==> src/rtl/asgr_pkg.sv <==
package asgr_pkg;

   // Sizes
   localparam int SEQ_BUFFER_DEPTH_DEF = 16;
   localparam int BYTE_W               = 8;
   localparam int COLOR_W              = 4;
   localparam int WEIGHT_W             = 2;
   localparam int CSR_ADDR_W           = 1;
   localparam int CSR_DATA_W           = 4;
   localparam int REQ_DATA_W           = 8;
   // char, fg, bg, weight, italic, underline = 20 bits, padded to 24
   localparam int RSP_FIELDS_W         = 20;
   localparam int RSP_DATA_W           = 24;

   // Register indexes
   localparam logic [CSR_ADDR_W-1:0] CSR_DEFAULT_FG = 1'b0;
   localparam logic [CSR_ADDR_W-1:0] CSR_DEFAULT_BG = 1'b1;

   // Register reset values
   localparam logic [COLOR_W-1:0] DEFAULT_FG_RESET = 4'd15;
   localparam logic [COLOR_W-1:0] DEFAULT_BG_RESET = 4'd0;

   // Stream characters
   localparam logic [BYTE_W-1:0] CH_ESC  = 8'h1B;
   localparam logic [BYTE_W-1:0] CH_LBR  = 8'h5B;
   localparam logic [BYTE_W-1:0] CH_SEMI = 8'h3B;
   localparam logic [BYTE_W-1:0] CH_M    = 8'h6D;
   localparam logic [BYTE_W-1:0] CH_0    = 8'h30;
   localparam logic [BYTE_W-1:0] CH_9    = 8'h39;

   // Rendition codes
   localparam logic [7:0] SGR_RESET     = 8'd0;
   localparam logic [7:0] SGR_BOLD      = 8'd1;
   localparam logic [7:0] SGR_LIGHT     = 8'd2;
   localparam logic [7:0] SGR_ITALIC    = 8'd3;
   localparam logic [7:0] SGR_UNDERLINE = 8'd4;
   localparam logic [7:0] SGR_BLINK     = 8'd5;
   localparam logic [7:0] SGR_BLACK     = 8'd6;
   localparam logic [7:0] SGR_SWAP      = 8'd7;
   localparam logic [7:0] SGR_FG_DARK   = 8'd30;
   localparam logic [7:0] SGR_FG_DEF    = 8'd39;
   localparam logic [7:0] SGR_BG_DARK   = 8'd40;
   localparam logic [7:0] SGR_BG_DEF    = 8'd49;
   localparam logic [7:0] SGR_FG_BRIGHT = 8'd90;
   localparam logic [7:0] SGR_BG_BRIGHT = 8'd100;
   localparam logic [7:0] SGR_SPAN      = 8'd7;

   // Weight codes
   localparam logic [WEIGHT_W-1:0] WT_NORMAL = 2'd0;
   localparam logic [WEIGHT_W-1:0] WT_BOLD   = 2'd1;
   localparam logic [WEIGHT_W-1:0] WT_LIGHT  = 2'd2;
   localparam logic [WEIGHT_W-1:0] WT_BLACK  = 2'd3;

   typedef struct packed {
      logic                underline;
      logic                italic;
      logic [WEIGHT_W-1:0] weight;
      logic [COLOR_W-1:0]  bg;
      logic [COLOR_W-1:0]  fg;
   } attr_type;

   // Controller to datapath
   typedef struct packed {
      logic store;        // append request byte to sequence buffer
      logic esc_store;    // restart buffer with the ESC byte
      logic count_clear;
      logic accum_load;
      logic accum_step;
      logic accum_clear;
      logic apply;        // run accumulated code on tentative attributes
      logic commit;       // tentative result becomes current attributes
      logic tent_reload;  // tentative copy follows current attributes
      logic hold_load;    // latch breaking byte, start replay
      logic emit_direct;  // request byte to output, last
      logic emit_replay;  // buffer entry to output
      logic emit_tail;    // held byte to output, last
   } cmd_type;

   // Datapath to controller
   typedef struct packed {
      logic is_digit;
      logic is_lbr;
      logic is_semi;
      logic is_m;
      logic is_esc;
      logic buf_full;
      logic count_zero;
      logic replay_last;
      logic hold_esc;
      logic out_free;
   } status_type;

   function automatic attr_type apply_code(input attr_type a, input logic [7:0] code,
                                           input logic [COLOR_W-1:0] dfg,
                                           input logic [COLOR_W-1:0] dbg);
      attr_type   r;
      logic [7:0] diff_fd;
      logic [7:0] diff_fb;
      logic [7:0] diff_bd;
      logic [7:0] diff_bb;
      r       = a;
      diff_fd = code - SGR_FG_DARK;
      diff_fb = code - SGR_FG_BRIGHT;
      diff_bd = code - SGR_BG_DARK;
      diff_bb = code - SGR_BG_BRIGHT;
      // Codes outside every class leave the attributes alone
      if (code == SGR_RESET) begin
         r.fg        = dfg;
         r.bg        = dbg;
         r.weight    = WT_NORMAL;
         r.italic    = 1'b0;
         r.underline = 1'b0;
      end else if (code == SGR_BOLD || code == SGR_BLINK) begin
         r.weight = WT_BOLD;
      end else if (code == SGR_LIGHT) begin
         r.weight = WT_LIGHT;
      end else if (code == SGR_BLACK) begin
         r.weight = WT_BLACK;
      end else if (code == SGR_ITALIC) begin
         r.italic = 1'b1;
      end else if (code == SGR_UNDERLINE) begin
         r.underline = 1'b1;
      end else if (code == SGR_SWAP) begin
         r.fg = a.bg;
         r.bg = a.fg;
      end else if (code >= SGR_FG_DARK && code <= SGR_FG_DARK + SGR_SPAN) begin
         r.fg = {1'b0, diff_fd[2:0]};
      end else if (code == SGR_FG_DEF) begin
         r.fg = dfg;
      end else if (code >= SGR_FG_BRIGHT && code <= SGR_FG_BRIGHT + SGR_SPAN) begin
         r.fg = {1'b1, diff_fb[2:0]};
      end else if (code >= SGR_BG_DARK && code <= SGR_BG_DARK + SGR_SPAN) begin
         r.bg = {1'b0, diff_bd[2:0]};
      end else if (code == SGR_BG_DEF) begin
         r.bg = dbg;
      end else if (code >= SGR_BG_BRIGHT && code <= SGR_BG_BRIGHT + SGR_SPAN) begin
         r.bg = {1'b1, diff_bb[2:0]};
      end
      return r;
   endfunction

endpackage

==> src/rtl/asgr_ram.sv <==
module asgr_ram #(
   parameter int WIDTH = 8,
   parameter int DEPTH = 16
) (
   input  logic                     clock,
   input  logic                     we,
   input  logic [$clog2(DEPTH)-1:0] waddr,
   input  logic [WIDTH-1:0]         wdata,
   input  logic [$clog2(DEPTH)-1:0] raddr,
   output logic [WIDTH-1:0]         rdata
);

   logic [WIDTH-1:0] mem_ff [DEPTH];
   logic [WIDTH-1:0] rdata_ff;

   // Write port, registered read (old data on a same-address write)
   always_ff @(posedge clock) begin
      if (we) begin
         mem_ff[waddr] <= wdata;
      end
      rdata_ff <= mem_ff[raddr];
   end

   assign rdata = rdata_ff;

endmodule

==> src/rtl/asgr_ctrl.sv <==
module asgr_ctrl (
   input  logic                 clock,
   input  logic                 reset,
   input  logic                 req_tvalid,
   output logic                 req_tready,
   input  asgr_pkg::status_type sts,
   output asgr_pkg::cmd_type    cmd
);
   import asgr_pkg::*;

   // Sequencer states
   localparam logic [1:0] ST_RUN    = 2'd0;
   localparam logic [1:0] ST_REPLAY = 2'd1;
   localparam logic [1:0] ST_TAIL   = 2'd2;

   // Parse phases
   localparam logic [1:0] PH_IDLE       = 2'd0;
   localparam logic [1:0] PH_ESC        = 2'd1;
   localparam logic [1:0] PH_NEED_DIGIT = 2'd2;
   localparam logic [1:0] PH_DIGITS     = 2'd3;

   logic [1:0] state_ff, state_in;
   logic [1:0] phase_ff, phase_in;
   logic       accept;
   logic       broken;

   assign req_tready = (state_ff == ST_RUN) && sts.out_free;
   assign accept     = req_tvalid && req_tready;

   always_comb begin
      cmd      = '0;
      state_in = state_ff;
      phase_in = phase_ff;
      broken   = 1'b0;
      unique case (state_ff)
         ST_RUN: begin
            if (accept) begin
               // Classify the request against the parse phase
               unique case (phase_ff)
                  PH_ESC: begin
                     if (sts.is_lbr && !sts.buf_full) begin
                        cmd.store = 1'b1;
                        phase_in  = PH_NEED_DIGIT;
                     end else begin
                        broken = 1'b1;
                     end
                  end
                  PH_NEED_DIGIT: begin
                     if (sts.is_digit && !sts.buf_full) begin
                        cmd.store      = 1'b1;
                        cmd.accum_load = 1'b1;
                        phase_in       = PH_DIGITS;
                     end else begin
                        broken = 1'b1;
                     end
                  end
                  PH_DIGITS: begin
                     if (sts.is_m) begin
                        cmd.apply       = 1'b1;
                        cmd.commit      = 1'b1;
                        cmd.accum_clear = 1'b1;
                        cmd.count_clear = 1'b1;
                        phase_in        = PH_IDLE;
                     end else if (sts.is_digit && !sts.buf_full) begin
                        cmd.store      = 1'b1;
                        cmd.accum_step = 1'b1;
                     end else if (sts.is_semi && !sts.buf_full) begin
                        cmd.store       = 1'b1;
                        cmd.apply       = 1'b1;
                        cmd.accum_clear = 1'b1;
                        phase_in        = PH_NEED_DIGIT;
                     end else begin
                        broken = 1'b1;
                     end
                  end
                  default: begin
                     broken = 1'b1;
                  end
               endcase

               // Drop the open sequence; ESC opens a new one
               if (broken) begin
                  cmd.accum_clear = 1'b1;
                  if (sts.is_esc) begin
                     cmd.tent_reload = 1'b1;
                     cmd.esc_store   = 1'b1;
                     phase_in        = PH_ESC;
                  end else begin
                     cmd.count_clear = 1'b1;
                     phase_in        = PH_IDLE;
                  end
                  if (sts.count_zero) begin
                     cmd.emit_direct = !sts.is_esc;
                  end else begin
                     cmd.hold_load = 1'b1;
                     state_in      = ST_REPLAY;
                  end
               end
            end
         end
         ST_REPLAY: begin
            // Replay one stored byte per free output slot
            if (sts.out_free) begin
               cmd.emit_replay = 1'b1;
               if (sts.replay_last) begin
                  state_in = sts.hold_esc ? ST_RUN : ST_TAIL;
               end
            end
         end
         ST_TAIL: begin
            if (sts.out_free) begin
               cmd.emit_tail = 1'b1;
               state_in      = ST_RUN;
            end
         end
         default: begin
            state_in = ST_RUN;
         end
      endcase
   end

   always_ff @(posedge clock) begin
      if (reset) begin
         state_ff <= ST_RUN;
         phase_ff <= PH_IDLE;
      end else begin
         state_ff <= state_in;
         phase_ff <= phase_in;
      end
   end

endmodule

==> src/rtl/asgr_dp.sv <==
module asgr_dp #(
   parameter int SEQ_BUFFER_DEPTH = asgr_pkg::SEQ_BUFFER_DEPTH_DEF
) (
   input  logic                                 clock,
   input  logic                                 reset,
   input  logic [asgr_pkg::REQ_DATA_W-1:0]      req_tdata,
   output logic                                 rsp_tvalid,
   input  logic                                 rsp_tready,
   output logic [asgr_pkg::RSP_DATA_W-1:0]      rsp_tdata,
   output logic                                 rsp_tlast,
   input  logic                                 csr_we,
   input  logic [asgr_pkg::CSR_ADDR_W-1:0]      csr_addr,
   input  logic [asgr_pkg::CSR_DATA_W-1:0]      csr_wdata,
   input  asgr_pkg::cmd_type                    cmd,
   output asgr_pkg::status_type                 sts
);
   import asgr_pkg::*;

   localparam int AW = $clog2(SEQ_BUFFER_DEPTH);
   localparam int CW = $clog2(SEQ_BUFFER_DEPTH + 1);
   localparam logic [CW-1:0] FULL_COUNT = CW'(SEQ_BUFFER_DEPTH);

   logic [BYTE_W-1:0]  req_byte;
   logic [COLOR_W-1:0] dfg_ff, dbg_ff;
   logic [7:0]         accum_ff, accum_in;
   logic [11:0]        accum_wide;
   attr_type           commit_ff, commit_in;
   attr_type           tent_ff, tent_in;
   attr_type           applied;
   logic [CW-1:0]      count_ff, count_in;
   logic [CW-1:0]      len_ff;
   logic [AW-1:0]      idx_ff, idx_in;
   logic [BYTE_W-1:0]  hold_ff;
   logic               hold_esc_ff;
   logic               ram_we;
   logic [AW-1:0]      ram_waddr;
   logic [BYTE_W-1:0]  ram_rdata;
   logic               out_load;
   logic               out_valid_ff, out_valid_in;
   logic [BYTE_W-1:0]  out_char_ff, out_char_in;
   attr_type           out_attr_ff;
   logic               out_last_ff, out_last_in;

   assign req_byte = req_tdata[BYTE_W-1:0];

   // Status to the controller
   assign sts.is_digit    = (req_byte >= CH_0) && (req_byte <= CH_9);
   assign sts.is_lbr      = (req_byte == CH_LBR);
   assign sts.is_semi     = (req_byte == CH_SEMI);
   assign sts.is_m        = (req_byte == CH_M);
   assign sts.is_esc      = (req_byte == CH_ESC);
   assign sts.buf_full    = (count_ff == FULL_COUNT);
   assign sts.count_zero  = (count_ff == '0);
   assign sts.replay_last = (CW'(idx_ff) == len_ff - CW'(1));
   assign sts.hold_esc    = hold_esc_ff;
   assign sts.out_free    = !out_valid_ff || rsp_tready;

   // Default color registers
   always_ff @(posedge clock) begin
      if (reset) begin
         dfg_ff <= DEFAULT_FG_RESET;
         dbg_ff <= DEFAULT_BG_RESET;
      end else if (csr_we) begin
         unique case (csr_addr)
            CSR_DEFAULT_FG: dfg_ff <= csr_wdata;
            CSR_DEFAULT_BG: dbg_ff <= csr_wdata;
            default: ;
         endcase
      end
   end

   // Parameter accumulator, saturating at 255
   assign accum_wide = (12'(accum_ff) << 3) + (12'(accum_ff) << 1) + 12'(req_byte[3:0]);

   always_comb begin
      accum_in = accum_ff;
      if (cmd.accum_clear) begin
         accum_in = '0;
      end else if (cmd.accum_load) begin
         accum_in = 8'(req_byte[3:0]);
      end else if (cmd.accum_step) begin
         accum_in = (accum_wide > 12'd255) ? 8'd255 : accum_wide[7:0];
      end
   end

   // Attribute registers
   assign applied = apply_code(tent_ff, accum_ff, dfg_ff, dbg_ff);

   always_comb begin
      tent_in   = tent_ff;
      commit_in = commit_ff;
      if (cmd.apply) begin
         tent_in = applied;
      end
      if (cmd.commit) begin
         commit_in = applied;
      end
      if (cmd.tent_reload) begin
         tent_in = commit_ff;
      end
   end

   // Buffer fill count and replay pointer
   always_comb begin
      count_in = count_ff;
      idx_in   = idx_ff;
      if (cmd.esc_store) begin
         count_in = CW'(1);
      end else if (cmd.count_clear) begin
         count_in = '0;
      end else if (cmd.store) begin
         count_in = count_ff + CW'(1);
      end
      if (cmd.hold_load) begin
         idx_in = '0;
      end else if (cmd.emit_replay) begin
         idx_in = idx_ff + AW'(1);
      end
   end

   // Entry 0 always holds ESC, so the restart write cannot disturb a replay
   assign ram_we    = cmd.store || cmd.esc_store;
   assign ram_waddr = cmd.esc_store ? '0 : count_ff[AW-1:0];

   asgr_ram #(
      .WIDTH (BYTE_W),
      .DEPTH (SEQ_BUFFER_DEPTH)
   ) u_buf (
      .clock (clock),
      .we    (ram_we),
      .waddr (ram_waddr),
      .wdata (req_byte),
      .raddr (idx_in),
      .rdata (ram_rdata)
   );

   // Output register
   assign out_load = cmd.emit_direct || cmd.emit_replay || cmd.emit_tail;

   always_comb begin
      out_valid_in = out_valid_ff && !rsp_tready;
      out_char_in  = req_byte;
      out_last_in  = 1'b1;
      if (out_load) begin
         out_valid_in = 1'b1;
      end
      if (cmd.emit_replay) begin
         out_char_in = ram_rdata;
         out_last_in = sts.replay_last && hold_esc_ff;
      end else if (cmd.emit_tail) begin
         out_char_in = hold_ff;
      end
   end

   always_ff @(posedge clock) begin
      if (reset) begin
         accum_ff     <= '0;
         commit_ff    <= '{underline: 1'b0, italic: 1'b0, weight: WT_NORMAL,
                           bg: DEFAULT_BG_RESET, fg: DEFAULT_FG_RESET};
         tent_ff      <= '{underline: 1'b0, italic: 1'b0, weight: WT_NORMAL,
                           bg: DEFAULT_BG_RESET, fg: DEFAULT_FG_RESET};
         count_ff     <= '0;
         out_valid_ff <= 1'b0;
      end else begin
         accum_ff     <= accum_in;
         commit_ff    <= commit_in;
         tent_ff      <= tent_in;
         count_ff     <= count_in;
         out_valid_ff <= out_valid_in;
      end
   end

   // Payload and replay bookkeeping
   always_ff @(posedge clock) begin
      idx_ff <= idx_in;
      if (cmd.hold_load) begin
         hold_ff     <= req_byte;
         hold_esc_ff <= sts.is_esc;
         len_ff      <= count_ff;
      end
      if (out_load) begin
         out_char_ff <= out_char_in;
         out_attr_ff <= commit_ff;
         out_last_ff <= out_last_in;
      end
   end

   assign rsp_tvalid = out_valid_ff;
   assign rsp_tlast  = out_last_ff;
   assign rsp_tdata  = {(RSP_DATA_W - RSP_FIELDS_W)'(0),
                        out_attr_ff.underline, out_attr_ff.italic, out_attr_ff.weight,
                        out_attr_ff.bg, out_attr_ff.fg, out_char_ff};

endmodule

==> src/rtl/ansi_sgr_attribute_decoder_core.sv <==
// Channel | Dir | Signals                          | Content
// req     | in  | req_tvalid/tready/tdata[7:0]     | byte_in
// rsp     | out | rsp_tvalid/tready/tdata/tlast    | char, attributes, last of request
// csr     | in  | csr_we/csr_addr/csr_wdata        | 0 default_fg, 1 default_bg
//
// One request per cycle while no sequence is replayed; sequence bytes give no result.
// A broken sequence of N stored bytes holds req off while they are replayed, then the
// breaking byte unless it is ESC: the buffer RAM is read one entry per free output slot.
// A single output register decouples rsp; a stalled rsp stalls req.
// Reset is synchronous; no clearing pass, stored bytes are read only after writing.
module ansi_sgr_attribute_decoder_core #(
   parameter int SEQ_BUFFER_DEPTH = asgr_pkg::SEQ_BUFFER_DEPTH_DEF
) (
   input  logic                            clock,
   input  logic                            reset,
   input  logic                            req_tvalid,
   output logic                            req_tready,
   input  logic [asgr_pkg::REQ_DATA_W-1:0] req_tdata,  // [7:0] byte_in
   output logic                            rsp_tvalid,
   input  logic                            rsp_tready,
   // [7:0] char_out, [11:8] fg_color, [15:12] bg_color, [17:16] weight,
   // [18] italic, [19] underline, [23:20] zero
   output logic [asgr_pkg::RSP_DATA_W-1:0] rsp_tdata,
   output logic                            rsp_tlast,
   input  logic                            csr_we,
   input  logic [asgr_pkg::CSR_ADDR_W-1:0] csr_addr,
   input  logic [asgr_pkg::CSR_DATA_W-1:0] csr_wdata
);
   import asgr_pkg::*;

   cmd_type    cmd;
   status_type sts;

   asgr_ctrl u_ctrl (
      .clock      (clock),
      .reset      (reset),
      .req_tvalid (req_tvalid),
      .req_tready (req_tready),
      .sts        (sts),
      .cmd        (cmd)
   );

   asgr_dp #(
      .SEQ_BUFFER_DEPTH (SEQ_BUFFER_DEPTH)
   ) u_dp (
      .clock      (clock),
      .reset      (reset),
      .req_tdata  (req_tdata),
      .rsp_tvalid (rsp_tvalid),
      .rsp_tready (rsp_tready),
      .rsp_tdata  (rsp_tdata),
      .rsp_tlast  (rsp_tlast),
      .csr_we     (csr_we),
      .csr_addr   (csr_addr),
      .csr_wdata  (csr_wdata),
      .cmd        (cmd),
      .sts        (sts)
   );

endmodule

==> config.mk <==
export PLATFORM = sky130hd
export DESIGN_NAME = ansi_sgr_attribute_decoder_core
export DESIGN_NICKNAME = d
export VERILOG_FILES = /design/src/rtl/asgr_pkg.sv /design/src/rtl/asgr_ram.sv /design/src/rtl/asgr_ctrl.sv /design/src/rtl/asgr_dp.sv /design/src/rtl/ansi_sgr_attribute_decoder_core.sv
export SDC_FILE = /design/constraint.sdc
export NUM_CORES = 1
export LEC_CHECK = 0
export BUFFER_PORTS_ARGS = -buffer_cell sky130_fd_sc_hd__clkbuf_2
export CORE_ASPECT_RATIO = 1.5
export CORE_MARGIN = 4
export CORE_UTILIZATION = 39
export CTS_CLUSTER_SIZE = 40
export DETAILED_ROUTE_END_ITERATION = 12
export GPL_TIMING_DRIVEN = 0
export SYNTH_ARGS = -nofsm -noshare
export SYNTH_HDL_FRONTEND = slang
export SYNTH_SLANG_ARGS = --single-unit
export TNS_END_PERCENT = 5
==> constraint.sdc <==
create_clock -name clock -period 8.75 [get_ports clock]
set_input_delay 0.4375 -clock clock [delete_from_list [all_inputs] [get_ports clock]]
set_output_delay 0.4375 -clock clock [all_outputs]
set_load 0.02 [all_outputs]
# After elaboration in Yosys (flattened, before gate mapping)
# Memory sizes are Yosys's and may differ from the RTL's. A register that Yosys moved wholly into a read port is not among the register bits.
# Cells that the tools add are included.
dict set report op_classes {
  addsub 9
  n_lt_le_gt_ge 11
  eq_ne 30
  muxes 91
  bitwise 1
  n_reduce_logical 35
}
# cell n
set ops {}
lappend ops {{8-bit two-way mux} 9}
lappend ops {{4-bit two-way mux} 15}
lappend ops {{2-bit two-way mux} 23}
lappend ops {{12-bit two-way mux} 3}
lappend ops {{1-bit two-way mux} 34}
lappend ops {{8-bit by 3-bit == test with 1-bit output, second input constant} 4}
lappend ops {{8-bit by 6-bit == test with 1-bit output, second input constant} 3}
lappend ops {{8-bit by 6-bit <= comparator with 1-bit output, second input constant} 3}
lappend ops {{11-bit two-way mux} 2}
lappend ops {{8-bit by 2-bit == test with 1-bit output, second input constant} 2}
lappend ops {{8-bit by 7-bit == test with 1-bit output, second input constant} 2}
lappend ops {{8-bit by 6-bit >= comparator with 1-bit output, second input constant} 2}
lappend ops {{8-bit by 7-bit >= comparator with 1-bit output, second input constant} 2}
lappend ops {{8-bit by 7-bit <= comparator with 1-bit output, second input constant} 2}
lappend ops {{11-bit by 9-bit adder with 12-bit output} 1}
lappend ops {{12-bit by 4-bit adder with 12-bit output} 1}
lappend ops {{12-bit by 8-bit greater-than comparator with 1-bit output, second input constant} 1}
lappend ops {{1-bit logical AND} 12}
lappend ops {{2-bit case mux with 3 select lines} 2}
lappend ops {{8-bit by 1-bit == test with 1-bit output, second input constant} 1}
lappend ops {{8-bit by 5-bit == test with 1-bit output, second input constant} 1}
lappend ops {{8-bit by 5-bit >= comparator with 1-bit output, second input constant} 1}
lappend ops {{8-bit logical NOT} 1}
lappend ops {{2-bit by 1-bit != test with 1-bit output, second input constant} 4}
lappend ops {{other kinds (29)} 46}
dict set report totals {
  reg_bits 89
  ram_bits 128
  out_inout_bits 27
  n_memories 1
}
# memory words word_bits read_ports rd_ports_with_merged_regs wr line_no
set memory_table {}
lappend memory_table {u_dp.u_buf.mem_ff 16 8 1 1 1 asgr_ram.sv:13} ;# logic [WIDTH-1:0] mem_ff [DEPTH];

# Longest topological paths before layout
# Gate-level depths: netlist of the first run.
dict set report logic_depth {
  depth_word 17
  depth_mapped 11
  depth_no_buf 11
}

# By module
# A second synthesis of the first run with hierarchy kept.
dict set report unflattened {
  hier_cells 812
  area_unflattened_um2 10438.8
}
# module n_inst cells_per_inst area_each_um2
set modules_own_cells {}
lappend modules_own_cells {asgr_ram 1 229 5147.4}
lappend modules_own_cells {asgr_dp 1 531 4869.7}
lappend modules_own_cells {asgr_ctrl 1 52 421.7}

# Worst setup path after synthesis of the first run
# Ideal clock, no wire load.
dict set report synth_timing {
  path_kind {reg-to-reg}
  startpoint {register u_dp.count_ff[0]}
  endpoint {register u_dp.out_char_ff[0], enable pin}
  setup_ps 434
  arrival_ps 3117
  required_ps 8316
  path_slack_ps 5199
  path_stages_with_launch 8
  path_buffers 0
  synth_period_minus_slack_ps 3551
  path_cell_list {dfxtp_1 inv_1 ha_1 nand4bb_1 a311oi_1 o21ai_0 a21o_2 o31ai_1}
}
dict set report synth_between {
  elab_chain_len 14
  word_cells_on_any_way 20
  classes_between {1 x eq/ne; 12 x mux; 7 x reduce/logical}
}
# element line_no
set synth_lines {}
lappend synth_lines {{start, declared} asgr_dp.sv:30} ;# logic [CW-1:0] count_ff, count_in;
lappend synth_lines {{start signal, assigned} asgr_dp.sv:168} ;# count_ff <= count_in;
lappend synth_lines {{5-bit == test} asgr_dp.sv:52} ;# assign sts.buf_full = (count_ff == FULL_COUNT);
lappend synth_lines {{1-bit logical NOT} n/a}
lappend synth_lines {{1-bit logical AND} asgr_ctrl.sv:67} ;# end else if (sts.is_semi && !sts.buf_full) begin
lappend synth_lines {{1-bit two-way mux} asgr_ctrl.sv:67}
lappend synth_lines {{1-bit two-way mux} asgr_ctrl.sv:64} ;# end else if (sts.is_digit && !sts.buf_full) begin
lappend synth_lines {{1-bit two-way mux} asgr_ctrl.sv:58} ;# if (sts.is_m) begin
lappend synth_lines {{1-bit case mux with 3 select lines} asgr_ctrl.sv:39} ;# unique case (phase_ff)
lappend synth_lines {{1-bit two-way mux} asgr_ctrl.sv:37} ;# if (accept) begin
lappend synth_lines {{1-bit two-way mux} asgr_ctrl.sv:35} ;# unique case (state_ff)
lappend synth_lines {{3-bit two-way mux (*)} asgr_ctrl.sv:82} ;# if (broken) begin
lappend synth_lines {{11-bit two-way mux (*)} asgr_ctrl.sv:37}
lappend synth_lines {{11-bit two-way mux (*)} asgr_ctrl.sv:35}
lappend synth_lines {{1-bit logical OR (*) (2 in series)} asgr_dp.sv:138} ;# assign out_load = cmd.emit_direct || cmd.emit_replay || cmd.emit_tail;
lappend synth_lines {{via u_dp.out_load} asgr_dp.sv:38} ;# logic out_load;
lappend synth_lines {{end signal, assigned} asgr_dp.sv:182} ;# out_char_ff <= out_char_in;
lappend synth_lines {{end, declared} asgr_dp.sv:40} ;# logic [BYTE_W-1:0] out_char_ff, out_char_in;
# Mark *: on every way through the listed nets, which the timed path passes. The rest lies on a longest branch. The select of a mux whose other input is x is not followed.
# A chain may end at the register's enable or synchronous reset.

# Worst setup path in the final report of the first run
dict set report layout_timing {
  startpoint {register u_ctrl.state_ff[0]}
  endpoint {memory u_dp.u_buf.mem_ff[12][7], enable pin}
}
dict set report layout_between {
  elab_chain_len 8
  word_cells_on_any_way 9
  classes_between {5 x mux; 4 x reduce/logical}
}
# element line_no
set layout_lines {}
lappend layout_lines {{start, declared} asgr_ctrl.sv:22} ;# logic [1:0] state_ff, state_in;
lappend layout_lines {{start signal, assigned} asgr_ctrl.sv:127} ;# state_ff <= state_in;
lappend layout_lines {{2-bit logical NOT (*)} {asgr_ctrl.sv:27, asgr_ctrl.sv:35}}
lappend layout_lines {{1-bit logical AND} asgr_ctrl.sv:27} ;# assign req_tready = (state_ff == ST_RUN) && sts.out_free;
lappend layout_lines {{1-bit logical AND} asgr_ctrl.sv:28} ;# assign accept = req_tvalid && req_tready;
lappend layout_lines {{11-bit two-way mux} asgr_ctrl.sv:37}
lappend layout_lines {{11-bit two-way mux (*)} asgr_ctrl.sv:35}
lappend layout_lines {{1-bit logical OR} asgr_dp.sv:122} ;# assign ram_we = cmd.store || cmd.esc_store;
lappend layout_lines {{1-bit two-way mux} asgr_ram.sv:18} ;# if (we) begin
lappend layout_lines {{1-bit two-way mux (implied by the code)} asgr_ram.sv:19} ;# mem_ff[waddr] <= wdata;
lappend layout_lines {{end, declared} asgr_ram.sv:13}
# Mark *: on every way between the ends. The rest lies on a longest branch, timed or not.

==> summary.txt, run 1 <==
Status
  – Status: finished, final reports clean

Placed design
  – Hpwl dp: 17900 µm
  – Final RePlAce weighted congestion: 0.868
  – Pre-CTS WS: 4940 ps
  – Port bufs: 39
  – Placed cell areas: 10900 µm²

STA
  – Final setup margin: 5380 ps
  – Final period utilization: 0.385
  – Slew margin rel.: 0.162
  – RSZ-0062 raised after global routing: no
  – Min Clock Period, post-route: 3370 ps
  – Final Max Slew Viols: 0
  – Final Hold Viols: 0
  – Skew final: 14.5 ps
  – Setup TNS: 0 ps
  – Setup violators final: 0
  – Worst-margin pin slew: 1240 ps
  – Max Clock Freq: 0.297 GHz

Setup path
  – Most frequent CP cell: nor2_1
  – Critical path type: flip-flop to flip-flop
  – Crit path cell chain: nor2_1 -> nand3_2 -> nor3_1 -> clkbuf_1 -> o21ai_0 -> nor2_1
  – Worst path slowest cell: nor2_1
  – Critical path's largest stage delay: 720 ps
  – Crit path launch type: flip-flop
  – Critical path arrival: 3510 ps
  – Worst EP required: 8890 ps
  – CP Capture Type: flip-flop
  – Critical-path maximum fanout: 10

Synthesis
  – Unique masters post-synth: 79
  – Main combinational cell family by area after synthesis: simple AND/OR/NAND/NOR gates
  – Sequential share of the synthesized area: 0.598
  – Post-synthesis sequential element count: 225
  – Async S/R FF share, synth: 0
  – Cell taking the most area after synthesis: edfxtp_1
  – Adder-Cell Fraction of Synth Area: 0.0295
  – Syn Inst Count: 897
  – Top post-synthesis cells by area: edfxtp_1 (48%), dfxtp_1 (12%), nand2_1 (4.6%)
  – Post-synthesis simple-gate area fraction: 0.166
  – Main flop type after synthesis: edfxtp_1
  – Number of synthesized flops with an enable pin: 163
  – Post-Syn Area per Cell: 11.4 µm²
  – Post-synthesis xor/xnor area fraction: 0.0189
  – Top cell type's share of synthesized area: 0.477
  – Synth Cell Area: 10300 µm²
  – Compound-gate portion of the synthesized area: 0.116
  – Mux contribution to synthesized area: 0.0428
  – Yosys warning count: 0

Finish
  – Layout cells sized above 1: 0.130
  – Area Overhead vs Synth: 13.3%
  – Net count, final: 1006
  – Most frequent cells in the layout: edfxtp_1 (163), nand2_1 (127), nor2_1 (80)
  – Final Instance Area: 11600 µm²
  – Commonest non-fill, non-tap cell in the layout: edfxtp_1

Power and ir drop
  – Pleak: 4.07 nW
  – PD cells: 209 nW/µm²
  – Peak supply drop: 130 µV
  – Total power: 2.43 mW

Route
  – Initial DRC Count: 512
  – DR vias: 7254
  – Drt first pass iters: 5
  – Remaining antenna violation count: 0
  – Final wirelength: 26000 µm
  – Drt drc: 0
  – Vias per std cell: 5.51
  – Routed wire length per instance: 19.7 µm

Die
  – Initial Util: 0.397
  – Die Y: 207 µm
  – Die W: 140 µm
  – Core area: 25900 µm²
  – IO Pins: 45
  – Full die area: 29000 µm²
  – # rows: 72

GRT
  – GRT Util Overall: 0.180
  – First-pass GRT wire length: 40500 µm
  – Initial antenna violation count: 1
  – Pin count of the biggest net entering global routing: 24
  – Number of global-route vias before repair: 7242
  – Grt ovf: 0

Clock network
  – Clk root buf: clkbuf_16
  – TritonCTS buffer count: 23
  – Clock Path Buffers: 3
  – Htree depth: 1
  – Post-CTS setup buffers: 0
  – Hold Buf Count CTS: 0
  – Cts repair resizes: 0
  – CTS tree: built
  – Worst-Skew Late Latency: 530 ps
  – Clk pin slew, worst setup/hold paths: 60 ps
  – Sink Count: 225

Worst hold path
  – Worst Hold Class: primary input to flip-flop

Run
  – Max-cap violation count: 0
[final timing paths]
check,startpoint,end,slack (ps),depth (start not counted)
max,u_ctrl.state_ff[0]$_SDFFE_PP0P_,u_dp.u_buf.mem_ff[12][7]$_DFFE_PP_,5380,6
min,csr_wdata[3],u_dp.dfg_ff[3]$_SDFFE_PP1P_,150,3
max reg2reg,u_ctrl.state_ff[0]$_SDFFE_PP0P_,u_dp.u_buf.mem_ff[12][7]$_DFFE_PP_,5380,6
min reg2reg,u_dp.commit_ff[8]$_SDFFE_PP0P_,u_dp.rsp_tdata[16]$_DFFE_PP_,470,0
[sequential cells by signal, summed over array words and instances, names as in the netlist, 5 cells and up]
register	flops
u_dp.rsp_tdata	12
u_dp.count_ff	5
u_dp.u_buf.mem_ff	128
u_dp.hold_ff	8
u_dp.out_char_ff	8
u_dp.len_ff	5
u_dp.commit_ff	12
u_dp.tent_ff	12
u_dp.u_buf.rdata	8
u_dp.accum_ff	8
[cell type report]
class	instances	area [µm²]
diodes	1	2.50
plain buffers	40	208
clock buffers	29	612
clock inverters	13	83.8
fillers	2404	14200
inverters	21	78.8
multi-input cells	614	3860
flip-flops and latches	225	6140
well taps	333	417
repair buffers	40	223
[worst max-delay path: cells and delay by family (launching register included)]
family	cells	cell delay, ps
buffers and inverters	1	600
DFF	1	360
AOI/OAI and AO/OA	1	250
and+or+nand+nor	4	1780
[cell families after synthesis]
family / after synthesis
AND/OR/NAND/NOR: 347
flip-flops: 225
AO/OA/AOI/OAI: 188
buffers and inverters: 61
multiplexers: 35
adder cells (fa/ha/maj): 23
XOR/XNOR: 17
other: 1
[stage by stage]
step                 util  std cells  hold WS (ps)
finish              0.449       1316           149
global route        0.449       1315           162
CTS                 0.449       1315           130
detailed placement  0.422       1273           442
global placement    0.421       1272           446
floorplan               -        900           425
[cells in the mapped netlist (all sizes together), types with 3 or more instances]
cell	number
a211oi	7
a21o	3
a21oi	49
a221oi	5
a22oi	9
a311oi	8
a31oi	21
and2	6
and3	7
and4bb	3
buf	21
clkbuf	19
dfxtp	62
edfxtp	163
ha	21
inv	21
mux2i	27
mux4	7
nand2	130
nand2b	13
nand3	33
nand3b	4
nand4	3
nor2	81
nor2b	15
nor3	27
nor4	5
nor4b	3
o2111ai	5
o21ai	43
o22ai	8
o31ai	11
o32ai	8
or3	3
xnor2	9
xor2	8
[metal layers]
layer,GRT usage,part of all wire,wire length (µm),up-vias
met5,0,0,0,-
met1,0.203,0.39,10200,3572
met2,0.338,0.53,13800,167
met3,0.0254,0.041,1070,55
met4,0.0727,0.036,924,0
li1,-,-,-,3460
[power by group]
group          internal [mW]  leakage, nW  total, mW  switching [mW]
Combinational          0.113         1.75      0.325           0.212
Clock                  0.502        0.338      0.919           0.417
Sequential              1.17         1.97       1.18          0.0160
Total                   1.78         4.07       2.43           0.646
Note: power is estimated with default switching activity, not from simulation.
==> run 2, diff against run 1 <==
ABC_AREA = 1   (was unset)
clock period = 3 ns   (was 8.75 ns; I/O delays follow)
==> run 2 against run 1 <==
Net effect:
- maximum frequency increased by 21%
- total power grew to 2.9 times the previous value
- clock skew increased by 12 ps
- sequential power rose to 2.9 times the previous value
- setup slack got worse by 5200 ps
- area after synthesis up 5.1%
- count of clock-buffer cells in the layout rose by 1
- synthesized cell count rose by 28%
==> summary.txt, run 2 <==
Synthesis
  – Async S/R FF share, synth: 0 (unchanged)
  – Sequential share of the synthesized area: 0.569 (was 0.598)
  – Cell taking the most area after synthesis: edfxtp_1 (unchanged)
  – Syn Inst Count: 1144 (was 897)
  – Count leader, synth: nand2_1 (was edfxtp_1)
  – Synth Cell Area: 10800 µm² (was 10300 µm²)
  – Most frequent cells after synthesis: nand2_1 (199), edfxtp_1 (163), inv_1 (145) (was edfxtp_1 (163), nand2_1 (127), nor2_1 (80))
  – Top post-synthesis cells by area: edfxtp_1 (45%), dfxtp_1 (12%), nand2_1 (6.9%) (was edfxtp_1 (48%), dfxtp_1 (12%), nand2_1 (4.6%))
  – Post-synthesis sequential element count: 225 (unchanged)
  – Main flop type after synthesis: edfxtp_1 (unchanged)
  – Top cell type's share of synthesized area: 0.454 (was 0.477)
  – Number of synthesized flops with an enable pin: 163 (unchanged)
  – Yosys warning count: 0 (unchanged)
  – Unique masters post-synth: 49 (was 79)
  – Post-Syn Area per Cell: 9.43 µm² (was 11.4 µm²)

Route
  – Remaining antenna violation count: 0 (unchanged)
  – Drt first pass iters: 5 (unchanged)
  – Vias per std cell: 5.31 (was 5.51)
  – Drt drc: 0 (unchanged)
  – Routed wire length per instance: 18.3 µm (was 19.7 µm)
  – Initial DRC Count: 593 (was 512)
  – DR vias: 8426 (was 7254)
  – Final wirelength: 29100 µm (was 26000 µm)

Die
  – Core area: 27200 µm² (was 25900 µm²)
  – Die W: 144 µm (was 140 µm)
  – Die Y: 212 µm (was 207 µm)
  – IO Pins: 45 (unchanged)
  – # rows: 74 (was 72)
  – Initial Util: 0.396 (was 0.397)
  – Full die area: 30400 µm² (was 29000 µm²)

Setup path
  – Critical-path maximum fanout: 8 (was 10)
  – Critical path's largest stage delay: 370 ps (was 720 ps)
  – Critical path type: flip-flop to flip-flop (unchanged)
  – Delay-heaviest family, CP: simple AND/OR/NAND/NOR gates (unchanged)
  – Worst path slowest cell: dfxtp_2 (was nor2_1)
  – CP Buf/Inv Count: 4 (was 1)
  – Crit path launch type: flip-flop (unchanged)
  – Critical path arrival: 3010 ps (was 3510 ps)
  – Most frequent CP cell: nand2_1 (was nor2_1)
  – Worst EP required: 3240 ps (was 8890 ps)
  – Crit path cell chain: inv_4 -> ha_1 -> nand4_1 -> nand2_1 -> inv_1 -> nand2_1 -> nand3_1 -> nand3_2 -> nand2_2 -> inv_4 -> nand2_1 -> o21ai_2 -> nand2_2 -> nor4_4 -> buf_6 (was nor2_1 -> nand3_2 -> nor3_1 -> clkbuf_1 -> o21ai_0 -> nor2_1)
  – CP Capture Type: flip-flop (unchanged)

Worst hold path
  – Worst Hold Class: primary input to flip-flop (unchanged)

Finish
  – Area Overhead vs Synth: 16.6% (was 13.3%)
  – Non-filler cells, final: 1588 (was 1316)
  – Top reg by flops: u_dp.u_buf.mem_ff (unchanged)
  – Net count, final: 1269 (was 1006)
  – Max FFs per register: 128 (unchanged)
  – Commonest non-fill, non-tap cell in the layout: nand2_1 (was edfxtp_1)
  – Most frequent cells in the layout: nand2_1 (196), edfxtp_1 (163), inv_1 (142) (was edfxtp_1 (163), nand2_1 (127), nor2_1 (80))
  – Inserted Diodes: 0 (was 1)
  – Fill count: 2635 (was 2404)
  – Layout cells sized above 1: 0.151 (was 0.130)

STA
  – Worst-margin pin slew: 872 ps (was 1240 ps)
  – Final Hold Viols: 0 (unchanged)
  – Skew final: 26.9 ps (was 14.5 ps)
  – Min Hold Slack: 22.2 ps (was 149 ps)
  – Setup violators final: 0 (unchanged)
  – Max Clock Freq: 0.360 GHz (was 0.297 GHz)
  – Slew margin rel.: 0.415 (was 0.162)
  – Final Max Slew Viols: 0 (unchanged)
  – Final setup margin: 224 ps (was 5380 ps)
  – Setup TNS: 0 ps (unchanged)
  – Min Clock Period, post-route: 2780 ps (was 3370 ps)
  – Final period utilization: 0.925 (was 0.385)
  – RSZ-0062 raised after global routing: no (unchanged)

GRT
  – Initial antenna violation count: 0 (was 1)
  – Grt ovf: 0 (unchanged)
  – Pin count of the biggest net entering global routing: 25 (was 24)
  – First-pass GRT wire length: 45600 µm (was 40500 µm)
  – Number of global-route vias before repair: 8456 (was 7242)
  – GRT Util Overall: 0.192 (was 0.180)

Status
  – Status: finished, final reports clean (unchanged)

Power and ir drop
  – Seq pwr share: 0.484 (was 0.488)
  – Clock power frac: 0.396 (was 0.379)
  – Switching power total: 1.87 mW (was 0.646 mW)
  – P_int: 5.19 mW (was 1.78 mW)
  – Peak supply drop: 600 µV (was 130 µV)
  – Sw frac: 0.265 (was 0.266)
  – Total power: 7.06 mW (was 2.43 mW)
  – Combinational power share: 0.120 (was 0.134)
  – PD cells: 561 nW/µm² (was 209 nW/µm²)
  – Pleak: 5.06 nW (was 4.07 nW)

Clock network
  – Clk root buf: clkbuf_16 (unchanged)
  – CTS tree: built (unchanged)
  – TritonCTS buffer count: 24 (was 23)
  – Htree depth: 1 (unchanged)
  – Clk pin slew, worst setup/hold paths: 60 ps (about the same)
  – Worst-Skew Late Latency: 530 ps (about the same)
  – Sink Count: 225 (unchanged)
  – Clock Path Buffers: 3 (unchanged)

Placed design
  – Final RePlAce weighted congestion: 0.954 (was 0.868)
  – Inst Count DP: 1530 (was 1273)
  – Hpwl dp: 20600 µm (was 17900 µm)
  – Port bufs: 39 (unchanged)
  – Pre-CTS WS: -724 ps (was 4940 ps)

Run
  – Max-cap violation count: 0 (unchanged)
run 2: cell types whose count changed in the layout (fill, tap and decap cells not counted), moves of 14 or more:
cell	before	now
inv_1	21	142
nand3_1	32	138
nand2_1	127	196
mux2i_1	27	0
o2111ai_1	5	27
nor3_1	27	10
inv_2	0	15
nor2b_1	15	0
nor2_4	0	14
run 2: final cells by class:
cell class,instances,area [µm²],area share
Buffer,40,218,0.0173
Sequential cell,225,6140,0.488
Timing Repair Buffer,55,419,0.0333
Clock inverter,14,92.6,0.00736
Inverter,161,609,0.0484
Multi-Input combinational cell,721,4020,0.319
Tap cell,342,428,0.0340
Clock buffer,30,654,0.0520
run 2: stage by stage:
stage / utilization / area (µm²)
after floorplan: - / 10800
after global placement: 0.420 / 11400
after detailed placement: 0.421 / 11500
after CTS: 0.453 / 12300
after global routing: 0.462 / 12600
final: 0.462 / 12600
run 2: path summary, 6_finish.rpt:
kind / slack [ps] / end / cells after the start / from
worst max-delay path: 220 / u_dp.u_buf.mem_ff[4][2]$_DFFE_PP_ / 15 / u_dp.count_ff[0]$_SDFFE_PP0P_
worst min-delay path: 20 / u_dp.dfg_ff[2]$_SDFFE_PP1P_ / 4 / csr_addr
worst max register to register: 220 / u_dp.u_buf.mem_ff[4][2]$_DFFE_PP_ / 15 / u_dp.count_ff[0]$_SDFFE_PP0P_
worst min register to register: 430 / u_dp.rsp_tdata[15]$_DFFE_PP_ / 0 / u_dp.commit_ff[7]$_SDFFE_PP0P_
run 2: power by group through the flow:
stage | Sequential, mW | Combinational [mW] | Clock [mW]
2_1_floorplan | 3.49 | 0.480 | 0
3_3_place_gp | 3.49 | 0.818 | 0
3_5_place_dp | 3.48 | 0.827 | 0
4_1_cts | 3.42 | 0.840 | 2.85
5_1_grt | 3.42 | 0.920 | 2.97
6_report | 3.42 | 0.846 | 2.80
run 2: logic make-up (layout without fill, tap and decap cells):
logic type,Yosys count,in the layout,share of synthesized area
fa+ha+maj,23,23,0.0281
flops,225,225,0.569
compound gates,171,171,0.0954
buf+inv,201,300,0.0762
simple gates,512,512,0.222
other cells,1,4,0.000348
xor+xnor,11,11,0.00893
run 2: metal layers:
layer | GRT usage | part of all wire | wire, µm | vias up
li1 | - | - | - | 4089
met1 | 0.214 | 0.37 | 10800 | 3989
met2 | 0.356 | 0.53 | 15300 | 257
met3 | 0.0240 | 0.047 | 1360 | 91
met4 | 0.0913 | 0.055 | 1620 | 0
met5 | 0 | 0 | 0 | -
run 2: timing repair:
action                     4_1_cts  5_1_grt
resized for setup               16       34
setup endpoints to repair      118      136
pin swaps                        1        7
hold buffers                     7        0
setup buffers                    1        6
hold endpoints to repair         9        0
run 2: worst min-delay path: stages:
cell and delay (ps):
clkbuf_2 90, nor2_1 100, nand2_1 90, nand3_1 70
